--- config.mk ---
export PLATFORM = sky130hd
export DESIGN_NAME = sorted_list_engine
export DESIGN_NICKNAME = d
export VERILOG_FILES = /design/src/sle_pkg.sv /design/src/sle_ctrl.sv /design/src/sle_dpath.sv /design/src/sorted_list_engine.sv
export SDC_FILE = /design/constraint.sdc
export NUM_CORES = 2
export LEC_CHECK = 0
export ABC_AREA = 0
export BUFFER_PORTS_ARGS = -buffer_cell sky130_fd_sc_hd__buf_2
export CAP_MARGIN = 20
export CELL_PAD_IN_SITES_DETAIL_PLACEMENT = 0
export CELL_PAD_IN_SITES_GLOBAL_PLACEMENT = 2
export CORE_AREA = 2 2 327 329
export DETAILED_ROUTE_END_ITERATION = 10
export DIE_AREA = 0 0 329 331
export MAX_ROUTING_LAYER = met4
export PLACE_DENSITY = 0.81
export SETUP_SLACK_MARGIN = 0.02
export SYNTH_ARGS = -nofsm -noshare
export SYNTH_HDL_FRONTEND = slang
export SYNTH_SLANG_ARGS = --single-unit
--- constraint.sdc ---
create_clock -name clk_i -period 7.1 [get_ports clk_i]
set_input_delay 1.42 -clock clk_i [delete_from_list [all_inputs] [get_ports clk_i]]
set_output_delay 1.42 -clock clk_i [all_outputs]
set_load 0.02 [all_outputs]
--- src/sle_pkg.sv ---
// ----------------------------------------------------------------------------
// sle_pkg
// shared types, sizes, request and status codes of the sorted list engine
// ----------------------------------------------------------------------------
package sle_pkg;

  // store geometry
  localparam int CAPACITY = 16;
  localparam int KEY_BITS = 32;

  // fixed field widths of the transactions
  localparam int REQ_BITS  = 3;
  localparam int WORD_BITS = 32;
  localparam int POS_BITS  = 5;
  localparam int STS_BITS  = 2;

  // derived widths
  localparam int IDX_W     = $clog2(CAPACITY);
  localparam int CNT_W     = $clog2(CAPACITY + 1);
  localparam int PLACE_W   = $clog2(CAPACITY + 2);
  localparam int KEY_EXT   = (KEY_BITS > WORD_BITS) ? KEY_BITS : WORD_BITS;
  localparam int CMP_W     = (CNT_W > POS_BITS) ? CNT_W : POS_BITS;
  localparam int PLACE_EXT = (PLACE_W > POS_BITS) ? PLACE_W : POS_BITS;

  // request codes
  localparam logic [REQ_BITS-1:0] REQ_INSERT     = 3'd0;
  localparam logic [REQ_BITS-1:0] REQ_REMOVE_VAL = 3'd1;
  localparam logic [REQ_BITS-1:0] REQ_FIND       = 3'd2;
  localparam logic [REQ_BITS-1:0] REQ_READ_AT    = 3'd3;
  localparam logic [REQ_BITS-1:0] REQ_REMOVE_AT  = 3'd4;
  localparam logic [REQ_BITS-1:0] REQ_CLEAR      = 3'd5;

  // status codes
  localparam logic [STS_BITS-1:0] STS_OK        = 2'd0;
  localparam logic [STS_BITS-1:0] STS_FULL      = 2'd1;
  localparam logic [STS_BITS-1:0] STS_NOT_FOUND = 2'd2;
  localparam logic [STS_BITS-1:0] STS_BAD_POS   = 2'd3;

  typedef logic [KEY_BITS-1:0] key_t;

  typedef struct packed {
    logic [REQ_BITS-1:0]  req_type;
    logic [WORD_BITS-1:0] key_value;
    logic [POS_BITS-1:0]  slot_number;
  } in_t;

  typedef struct packed {
    logic [STS_BITS-1:0]  status;
    logic                 found_flag;
    logic [POS_BITS-1:0]  place;
    logic [WORD_BITS-1:0] read_value;
    logic [POS_BITS-1:0]  fill_level;
  } out_t;

  // controller to datapath commands
  typedef struct packed {
    logic capture;
    logic execute;
  } dp_cmd_t;

  // key taken modulo 2^KEY_BITS
  function automatic key_t key_from_word(logic [WORD_BITS-1:0] w);
    logic [KEY_EXT-1:0] wide;
    wide = KEY_EXT'(w);
    return wide[KEY_BITS-1:0];
  endfunction

  function automatic logic [WORD_BITS-1:0] word_from_key(key_t k);
    logic [KEY_EXT-1:0] wide;
    wide = KEY_EXT'(k);
    return wide[WORD_BITS-1:0];
  endfunction

endpackage

--- src/sle_ctrl.sv ---
// ----------------------------------------------------------------------------
// sle_ctrl
// request sequencer: capture, execute, result hand-off
// ----------------------------------------------------------------------------
module sle_ctrl import sle_pkg::*; (
  input  logic    clk_i,
  input  logic    rst_ni,
  input  logic    in_valid_i,
  output logic    in_stall_o,
  output logic    out_valid_o,
  input  logic    out_stall_i,
  output dp_cmd_t cmd_o
);

  localparam logic ST_IDLE = 1'b0;
  localparam logic ST_EXEC = 1'b1;

  logic state_q, state_d;
  logic out_valid_q, out_valid_d;

  always_comb begin
    cmd_o.capture = (state_q == ST_IDLE) && in_valid_i;
    // result register free, or emptied at this edge
    cmd_o.execute = (state_q == ST_EXEC) && (!out_valid_q || !out_stall_i);
  end

  always_comb begin
    state_d = state_q;
    case (state_q)
      ST_IDLE: begin
        if (in_valid_i) begin
          state_d = ST_EXEC;
        end
      end
      ST_EXEC: begin
        if (cmd_o.execute) begin
          state_d = ST_IDLE;
        end
      end
      default: state_d = ST_IDLE;
    endcase
  end

  assign out_valid_d = cmd_o.execute || (out_valid_q && out_stall_i);

  always_ff @(posedge clk_i or negedge rst_ni) begin
    if (!rst_ni) begin
      state_q     <= ST_IDLE;
      out_valid_q <= 1'b0;
    end else begin
      state_q     <= state_d;
      out_valid_q <= out_valid_d;
    end
  end

  assign in_stall_o  = (state_q != ST_IDLE);
  assign out_valid_o = out_valid_q;

endmodule

--- src/sle_dpath.sv ---
// ----------------------------------------------------------------------------
// sle_dpath
// row of key cells with per-cell comparators, shift network and result register
// ----------------------------------------------------------------------------
module sle_dpath import sle_pkg::*; (
  input  logic    clk_i,
  input  logic    rst_ni,
  input  dp_cmd_t cmd_i,
  input  in_t     in_i,
  output out_t    out_o
);

  key_t                  cells_q [CAPACITY];
  key_t                  cells_d [CAPACITY];
  logic [CNT_W-1:0]      count_q, count_d;

  // captured request and compare flags
  logic [REQ_BITS-1:0]   req_q;
  key_t                  key_q;
  logic [POS_BITS-1:0]   slot_q;
  logic [CAPACITY-1:0]   lt_q, lt_d;
  logic [CAPACITY-1:0]   eq_q, eq_d;

  out_t                  out_q, out_d;

  key_t                  key_in;
  logic [CAPACITY-1:0]   lt_prev, first, sd;
  logic                  found_v, slot_ok, full_v;
  logic                  do_ins, do_del;
  logic [CNT_W-1:0]      lower;
  logic [PLACE_W-1:0]    place_v;
  logic [PLACE_EXT-1:0]  place_ext;
  logic [CMP_W-1:0]      pos_m1;
  logic [CMP_W-1:0]      fill_ext;
  key_t                  rval;

  assign key_in = key_from_word(in_i.key_value);

  // compare every occupied cell with the incoming key
  always_comb begin
    for (int j = 0; j < CAPACITY; j++) begin
      lt_d[j] = (CNT_W'(j) < count_q) && (cells_q[j] < key_in);
      eq_d[j] = (CNT_W'(j) < count_q) && (cells_q[j] == key_in);
    end
  end

  always_ff @(posedge clk_i) begin
    if (cmd_i.capture) begin
      req_q  <= in_i.req_type;
      key_q  <= key_in;
      slot_q <= in_i.slot_number;
      lt_q   <= lt_d;
      eq_q   <= eq_d;
    end
  end

  // lt_q is a prefix: the boundary cell is the insertion point
  always_comb begin
    lower = lt_q[CAPACITY-1] ? CNT_W'(CAPACITY) : '0;
    for (int j = 0; j < CAPACITY; j++) begin
      lt_prev[j] = (j == 0) ? 1'b1 : lt_q[(j == 0) ? 0 : j - 1];
      first[j]   = !lt_q[j] && lt_prev[j];
      if (first[j]) begin
        lower = lower | CNT_W'(j);
      end
    end
    found_v = |(eq_q & first);
    place_v = PLACE_W'(lower) + PLACE_W'(1);
  end

  // position checks for read and remove at position
  assign slot_ok = (slot_q != '0) && (CMP_W'(slot_q) <= CMP_W'(count_q));
  assign pos_m1  = CMP_W'(slot_q) - CMP_W'(1);
  assign rval    = cells_q[pos_m1[IDX_W-1:0]];
  assign full_v  = (count_q == CNT_W'(CAPACITY));

  assign do_ins = (req_q == REQ_INSERT) && !full_v;
  assign do_del = ((req_q == REQ_REMOVE_VAL) && found_v) ||
                  ((req_q == REQ_REMOVE_AT) && slot_ok);

  always_comb begin
    for (int j = 0; j < CAPACITY; j++) begin
      sd[j] = (req_q == REQ_REMOVE_AT) ? (CMP_W'(j) >= pos_m1) : !lt_q[j];
    end
  end

  // shift network
  always_comb begin
    for (int j = 0; j < CAPACITY; j++) begin
      cells_d[j] = cells_q[j];
      if (do_ins && !lt_q[j]) begin
        if (lt_prev[j]) begin
          cells_d[j] = key_q;
        end else begin
          cells_d[j] = cells_q[(j == 0) ? 0 : j - 1];
        end
      end else if (do_del && sd[j] && (j < CAPACITY - 1)) begin
        cells_d[j] = cells_q[(j < CAPACITY - 1) ? j + 1 : j];
      end
    end
  end

  always_comb begin
    count_d = count_q;
    if (req_q == REQ_CLEAR) begin
      count_d = '0;
    end else if (do_ins) begin
      count_d = count_q + CNT_W'(1);
    end else if (do_del) begin
      count_d = count_q - CNT_W'(1);
    end
  end

  // result fields
  always_comb begin
    out_d            = '0;
    place_ext        = PLACE_EXT'(place_v);
    fill_ext         = CMP_W'(count_d);
    out_d.fill_level = fill_ext[POS_BITS-1:0];
    case (req_q)
      REQ_INSERT: begin
        if (full_v) begin
          out_d.status = STS_FULL;
        end
      end
      REQ_REMOVE_VAL: begin
        if (!found_v) begin
          out_d.status = STS_NOT_FOUND;
        end
      end
      REQ_FIND: begin
        out_d.place      = place_ext[POS_BITS-1:0];
        out_d.found_flag = found_v;
        if (!found_v) begin
          out_d.status = STS_NOT_FOUND;
        end
      end
      REQ_READ_AT: begin
        if (slot_ok) begin
          out_d.read_value = word_from_key(rval);
        end else begin
          out_d.status = STS_BAD_POS;
        end
      end
      REQ_REMOVE_AT: begin
        if (!slot_ok) begin
          out_d.status = STS_BAD_POS;
        end
      end
      default: begin
      end
    endcase
  end

  always_ff @(posedge clk_i) begin
    if (cmd_i.execute) begin
      out_q <= out_d;
      for (int j = 0; j < CAPACITY; j++) begin
        cells_q[j] <= cells_d[j];
      end
    end
  end

  always_ff @(posedge clk_i or negedge rst_ni) begin
    if (!rst_ni) begin
      count_q <= '0;
    end else if (cmd_i.execute) begin
      count_q <= count_d;
    end
  end

  assign out_o = out_q;

endmodule

--- src/sorted_list_engine.sv ---
// ----------------------------------------------------------------------------
// sorted_list_engine
// bounded sorted key store with insert, remove, find, read and clear requests
// ----------------------------------------------------------------------------
//
//  channel | direction | handshake              | payload
//  --------+-----------+------------------------+---------------------------
//  request | in        | in_valid_i / in_stall_o | in_i  (in_t)
//  result  | out       | out_valid_o / out_stall_i | out_o (out_t)
//
// a request is handled in a capture step, where the accept edge latches it
// together with one comparator result per key cell, and an execute step that
// updates the cell row and loads the result register
// the cell row is a chain of CAPACITY registers, each shifts up or down by one
// place in the execute step, so no walk over the store is needed
// a new request is taken while a finished result waits in the result register
// a stalled result holds the execute step until the result register is freed
// reset clears the sequencer, the result valid and the key count; cell
// contents are don't-care until written
// ----------------------------------------------------------------------------
module sorted_list_engine import sle_pkg::*; (
  input  logic clk_i,
  input  logic rst_ni,
  // request transactions
  input  logic in_valid_i,
  output logic in_stall_o,
  input  in_t  in_i,
  // result transactions
  output logic out_valid_o,
  input  logic out_stall_i,
  output out_t out_o
);

  dp_cmd_t cmd;

  // sequencer: idle, then execute once the result register can take a value
  sle_ctrl u_ctrl (
    .clk_i       (clk_i),
    .rst_ni      (rst_ni),
    .in_valid_i  (in_valid_i),
    .in_stall_o  (in_stall_o),
    .out_valid_o (out_valid_o),
    .out_stall_i (out_stall_i),
    .cmd_o       (cmd)
  );

  // key cells, comparators, shift network and result register
  sle_dpath u_dpath (
    .clk_i  (clk_i),
    .rst_ni (rst_ni),
    .cmd_i  (cmd),
    .in_i   (in_i),
    .out_o  (out_o)
  );

`ifndef ASSERT_OFF
  // an accepted transaction keeps the engine busy for the next cycle
  a_busy_after_accept: assert property (@(posedge clk_i) disable iff (!rst_ni)
    (in_valid_i && !in_stall_o) |=> in_stall_o)
    else $error("engine not busy after request accept");

  // a new result only appears at the end of an execute step
  a_result_from_exec: assert property (@(posedge clk_i) disable iff (!rst_ni)
    $rose(out_valid_o) |-> $past(in_stall_o))
    else $error("result valid without a request in flight");

  // full is only reported with a full store
  a_full_level: assert property (@(posedge clk_i) disable iff (!rst_ni)
    (out_valid_o && (out_o.status == STS_FULL)) |->
      (out_o.fill_level == POS_BITS'(CAPACITY)))
    else $error("store full reported below capacity");

  // the found flag and not-found status agree on find results
  a_find_flag: assert property (@(posedge clk_i) disable iff (!rst_ni)
    (out_valid_o && out_o.found_flag) |-> (out_o.status == STS_OK))
    else $error("found flag with error status");
`endif

endmodule

Word level (Yosys, flattened, before mapping)
Memory sizes are Yosys's and may differ from the RTL's. A register that Yosys moved wholly into a read port is not among the register bits.
Cells that the tools add are included.

word-level totals
  output and inout bits = 47
  word-level logic and storage cells = 292
  memories = 1
  input port bits = 44
  bits in writable memories = 512
  bits in registers = 92

cells by class
  $lt $le $gt $ge = 48
  bitwise operators = 2
  eq/ne operators = 22
  $add $sub $neg = 4
  mux-type cells = 89
  reductions and logical operators = 114

memories
  memory           words  bits a word  read ports  clocked after Yosys merged registers in  write ports  line             RTL
  u_dpath.cells_q  16     32           17          1                                        16           sle_dpath.sv:13  key_t cells_q [CAPACITY];

operators with widths
  operator               number
  $mux W32               46
  $eq A32 B32 Y1         16
  $lt A32 B32 Y1         16
  $logic_and A1 B1 Y1    85
  $lt A4 B5 Y1 const A   8
  $ge A4 B5 Y1 const A   7
  $mux W4                8
  $mux W1                21
  $ge A3 B5 Y1 const A   4
  $logic_not A1 Y1       20
  $lt A3 B5 Y1 const A   4
  $mux W5                4
  $and A16 B16 Y16       1
  $reduce_or A16 Y1      1
  $mux W3                4
  $add A5 B1 Y5 const B  2
  $ge A1 B5 Y1 const A   2
  $ge A2 B5 Y1 const A   2
  $lt A1 B5 Y1 const A   2
  $lt A2 B5 Y1 const A   2
  $sub A5 B1 Y5 const B  2
  $mux W2                4
  $eq A3 B2 Y1 const B   2
  $eq A3 B3 Y1 const B   2
  11 further kinds       14

Depth between registers and ports, before layout
  depth after elaboration = 18
  gate-level depth with buffers = 14
  gate-level depth less buffers = 9

By module
From an unflattened synthesis, not the netlist that was laid out.

unflattened totals
  cell total of the unflattened synthesis = 4266
  area total of the unflattened synthesis = 45872.7 µm²

by module, submodules not included
  module     area each (µm²)  sequential area each (µm²)  times used  cells an instance
  sle_dpath  45788.9          19013.2                     1           4260
  sle_ctrl   83.8             50.0                        1           6

Worst setup path before layout
OpenSTA, ideal clock, no wires.

  path kind = in2reg
  start = in out_stall_i
  end = mem u_dpath.cells_q[0][0] in the netlist's numbering, enable pin
  data arrival time = 6.178 ns
  setup time = 0.470 ns
  path slack = 0.452 ns
  path buffers = 1
  required time = 6.630 ns
  stages = 6
  cells stage by stage = nand2_1 > nand2_1 > inv_1 > clkbuf_1 > o21ai_0 > a211oi_1

RTL lines
  item         line                      RTL
  from (decl)  sorted_list_engine.sv:30  input logic out_stall_i,
  to (decl)    sle_dpath.sv:13

Final worst setup path
  start = in in_i[36] in the netlist's numbering
  end = reg u_dpath.lt_q[8], data pin

between the ends
  longest elaborated chain between the ends = 2

ends and longest elaborated chain
  item                  line                      RTL
  from (decl)           sorted_list_engine.sv:27  input in_t in_i,
  $lt A32 B32 Y1        sle_dpath.sv:42           lt_d[j] = (CNT_W'(j) < count_q) && (cells_q[j] < key_in);
  $logic_and A1 B1 Y1   sle_dpath.sv:42
  net u_dpath.lt_d[8]   sle_dpath.sv:21           logic [CAPACITY-1:0] lt_q, lt_d;
  to (signal assigned)  sle_dpath.sv:52           lt_q <= lt_d;
  to (decl)             sle_dpath.sv:21

The timed path passes the listed nets, and every way through them passes these cells.
A chain may end at the register's enable or synchronous reset.

==> flow_summary.toml <==
[status]
status = "finished clean"

[timing]
fin_crit_sh_pct = 71.88
hold_viol_final = 0
final.setup.tns_ps = 0
rsz0062_at_grt = "no"
finClkSkew_ps = 14.09
worst_pin_slew_ps = 1360
relSlewSlack_pct = 9.301
min_period_ps = 5104
finalMaxSlewViolations = 0
fmax_ghz = 0.1959
setup-violations-final = 0

[setup_path]
path_max_fanout = 16
cp_top_family = "compound AO/OA/AOI/OAI gates"
critical_path_class = "in2reg"
crit_buf_inv = 2
reg2reg_slack_ps = 2360
cp.required_ps = 7480
slowest_delay_ps = 1030
reg2reg_depth = 11
critPathLaunchType = "input pin"
cp_slowest_cell = "o41ai_1"
reg2reg_to = "u_dpath.cells_q[4][17]"
critPathCaptureType = "flop"
r2r_start = "u_dpath.slot_q[0]"
cpMostUsedCell = "nand3_1"
crit_path_cell_trace = "buf_2 > inv_1 > ha_1 > nand3_1 > nor3_1 > nand3_1 > o41ai_1 > a21oi_1 > o21ai_0 > nor2_1"
critPathArrivalTime_ps = 5490

[global_routing]
antenna_found_initial = 13
grt_max_degree = 101
use_met3_pct = 5.990
grt_util_met2_pct = 55.10
gr-max-usage-layer = "met2"
grt.overflow.total = 0
grt_first_pass_wirelength_um = 275800
grt_pass1_vias = 34860
use_met1_pct = 49.55
grt.total_usage_pct = 37.16

[floorplan]
die-area_um2 = 108900
core_area_um2 = 105000
rows = 119
ios = 91
start_util_pct = 43.89
die_w_um = 329
die_y_um = 331

[route]
drt_pre_antenna_iters = 8
drtIter0Drc = 4937
drt_wl_total_um = 199700
drc = 0
antenna_left = 0
vias_per_cell = 6.600
wire_per_inst_um = 35.02
vias = 37640

[clock_network]
cts_setup_buffers = 0
numCtsBuffers = 78
ctsHtreeMaxLevel = 3
insertion_delay_ps = 660
clk_path_buf_depth = 3
cts-root-buf = "clkbuf_16"
post_cts_resized = 0
clock_sinks = 636
cts_tree = "built"
holdBufCountCts = 0
path_clk_slew_ps = 60

[power]
p_seq_share_pct = 37.5
p_per_area_nw_per_um2 = 292.4
p_int_mw = 9.051
p_switching_mw = 5.802
ir_worst_vdd_uv = 224.6
clkPwrFrac_pct = 27.9
p_sw_share_pct = 39.06
power.share.combinational_pct = 34.6
p_leak_nw = 20.27

[logic_synthesis]
syn_area_um2 = 46070
syn_inst = 4220
synth-edff-count = 629
postSynth.asyncResetShare_pct = 1.101
ys_types = 71
synth-seq-area-share_pct = 41.38
syn_nets = 4789
synth_flop_cell = "edfxtp_1"
ys_warn_count = 0
synth-seq-cells = 636
postSynthAreaPerCell_um2 = 10.92

[place]
gp_congestion = 1.029
hpwl_um = 142700
dpl-instance-area_um2 = 48220
portBuffers = 90

[job]
maxCapViolations = 0

[worst_hold_path]
worstHoldPathCells = 2
hold_path_class = "reg2reg"
hold_start = "u_ctrl.out_valid_o"
hold_end = "u_ctrl.out_valid_o"

[finish]
fin_util_pct = 48.39
final_area_um2 = 50790
final_layout_size_suffix_gt1_share_pct = 12.50
final_nets = 4808
syn_to_final_growth_pct = 10.26
worst max path at each step:
stage / start / depth (start not counted) / end
floorplan: out_stall_i / 6 / u_dpath.cells_q[0][0]
global placement: in_i[36] / 10 / u_dpath.lt_q[8]
detailed placement: in_i[36] / 10 / u_dpath.lt_q[8]
CTS: in_i[36] / 10 / u_dpath.lt_q[8]
global route: u_dpath.slot_q[0] / 11 / u_dpath.cells_q[4][18]
finish: in_i[36] / 10 / u_dpath.lt_q[8]
logic make-up after synthesis:
logic type / synth area share (%)
and+or+nand+nor: 10.01
buffers and inverters: 3.164
muxes: 18.47
DFF: 41.38
AOI/OAI and AO/OA: 12.52
adders and majority gates: 14.26
xor gates and xnor gates: 0.1929
registers in the layout, summed over array words and instances, names as in the netlist:
signal,cells
u_ctrl.in_stall_o,1
u_ctrl.out_valid_o,1
u_dpath.cells_q,512
u_dpath.count_q,5
u_dpath.eq_q,16
u_dpath.key_q,32
u_dpath.lt_q,16
u_dpath.out_o,45
u_dpath.req_q,3
u_dpath.slot_q,5
cells in the mapped netlist (all sizes together), types with 6 or more instances:
master / instances / area, um2
edfxtp: 629 / 18890
a21oi: 601 / 3008
nor2: 575 / 2166
mux2i: 535 / 5355
ha: 525 / 6569
clkbuf: 134 / 503.0
buf: 123 / 650.6
o21ai: 116 / 580.6
mux4: 109 / 2455
nand4: 82 / 513.0
inv: 81 / 304.0
a21o: 76 / 570.6
nand2: 75 / 284.0
nor2b: 71 / 466.7
mux2: 62 / 698.2
a211oi: 58 / 435.4
nor3: 56 / 291.5
nand3: 50 / 250.2
o22ai: 42 / 262.8
nor4: 25 / 156.4
o21a: 23 / 172.7
o211ai: 17 / 132.6
nand2b: 16 / 100.1
a31oi: 15 / 93.84
and4: 10 / 87.58
or3: 10 / 62.56
and3: 8 / 50.05
a2111oi: 7 / 61.31
a221oi: 7 / 73.82
dfrtp: 7 / 175.2
a22oi: 6 / 45.04
o2111ai: 6 / 52.55
o21bai: 6 / 45.04
per-stage QoR:
stage               hold slack [ps]  power, mW  setup WS (ps)  std cells
global route                  532.1      15.28           2153       5698
finish                        512.9      14.85           1996       5703
CTS                           512.4      14.74           2152       5687
global placement              490.4      10.58           1444       5544
detailed placement            496.5      10.61           1455       5549
floorplan                     586.4      8.495          452.4       4220
area by class of cell:
class                      instances  area [um2]
tap                             1391        1740
multi-input combinational       3246       25830
fill                            9698       54180
antenna                           15       37.54
clock buffer                      90        2018
clock inverter                    48       510.5
timing repair buffer             196        1291
sequential                       636       19060
inverter                          81       304.0
cell usage in the layout, fill, tap and decap left out, drive strengths merged, types with 15 or more instances in the layout:
cell type	n
a211oi	58
a21o	76
a21oi	601
a31oi	15
buf	196
clkbuf	90
clkinv	28
diode	15
edfxtp	629
ha	525
inv	83
mux2	62
mux2i	535
mux4	109
nand2	75
nand2b	16
nand3	50
nand4	82
nor2	575
nor2b	71
nor3	56
nor4	25
o211ai	17
o21a	23
o21ai	116
o22ai	42
layer usage:
layer	share of wire, %	vias to the layer above	wire [um]
met4	5.5	0	11060
met5	0	-	0
li1	-	16290	-
met3	9.0	472	17880
met1	41	18680	82550
met2	44	2199	88220
power groups by stage:
stage	clock (mW)	sequential, mW	combinational (mW)
finish	4.15	5.57	5.14
global route	4.30	5.59	5.39
CTS	4.18	5.53	5.02
detailed placement	0	5.60	5.01
global placement	0	5.61	4.97
floorplan	0	5.28	3.21
tightest hold or removal path, cell delays in order (launching register included):
cell and delay, ps:
dfrtp_1 330, nand2_1 70, nand2b_1 70
Power figures use the tool's default switching activity.
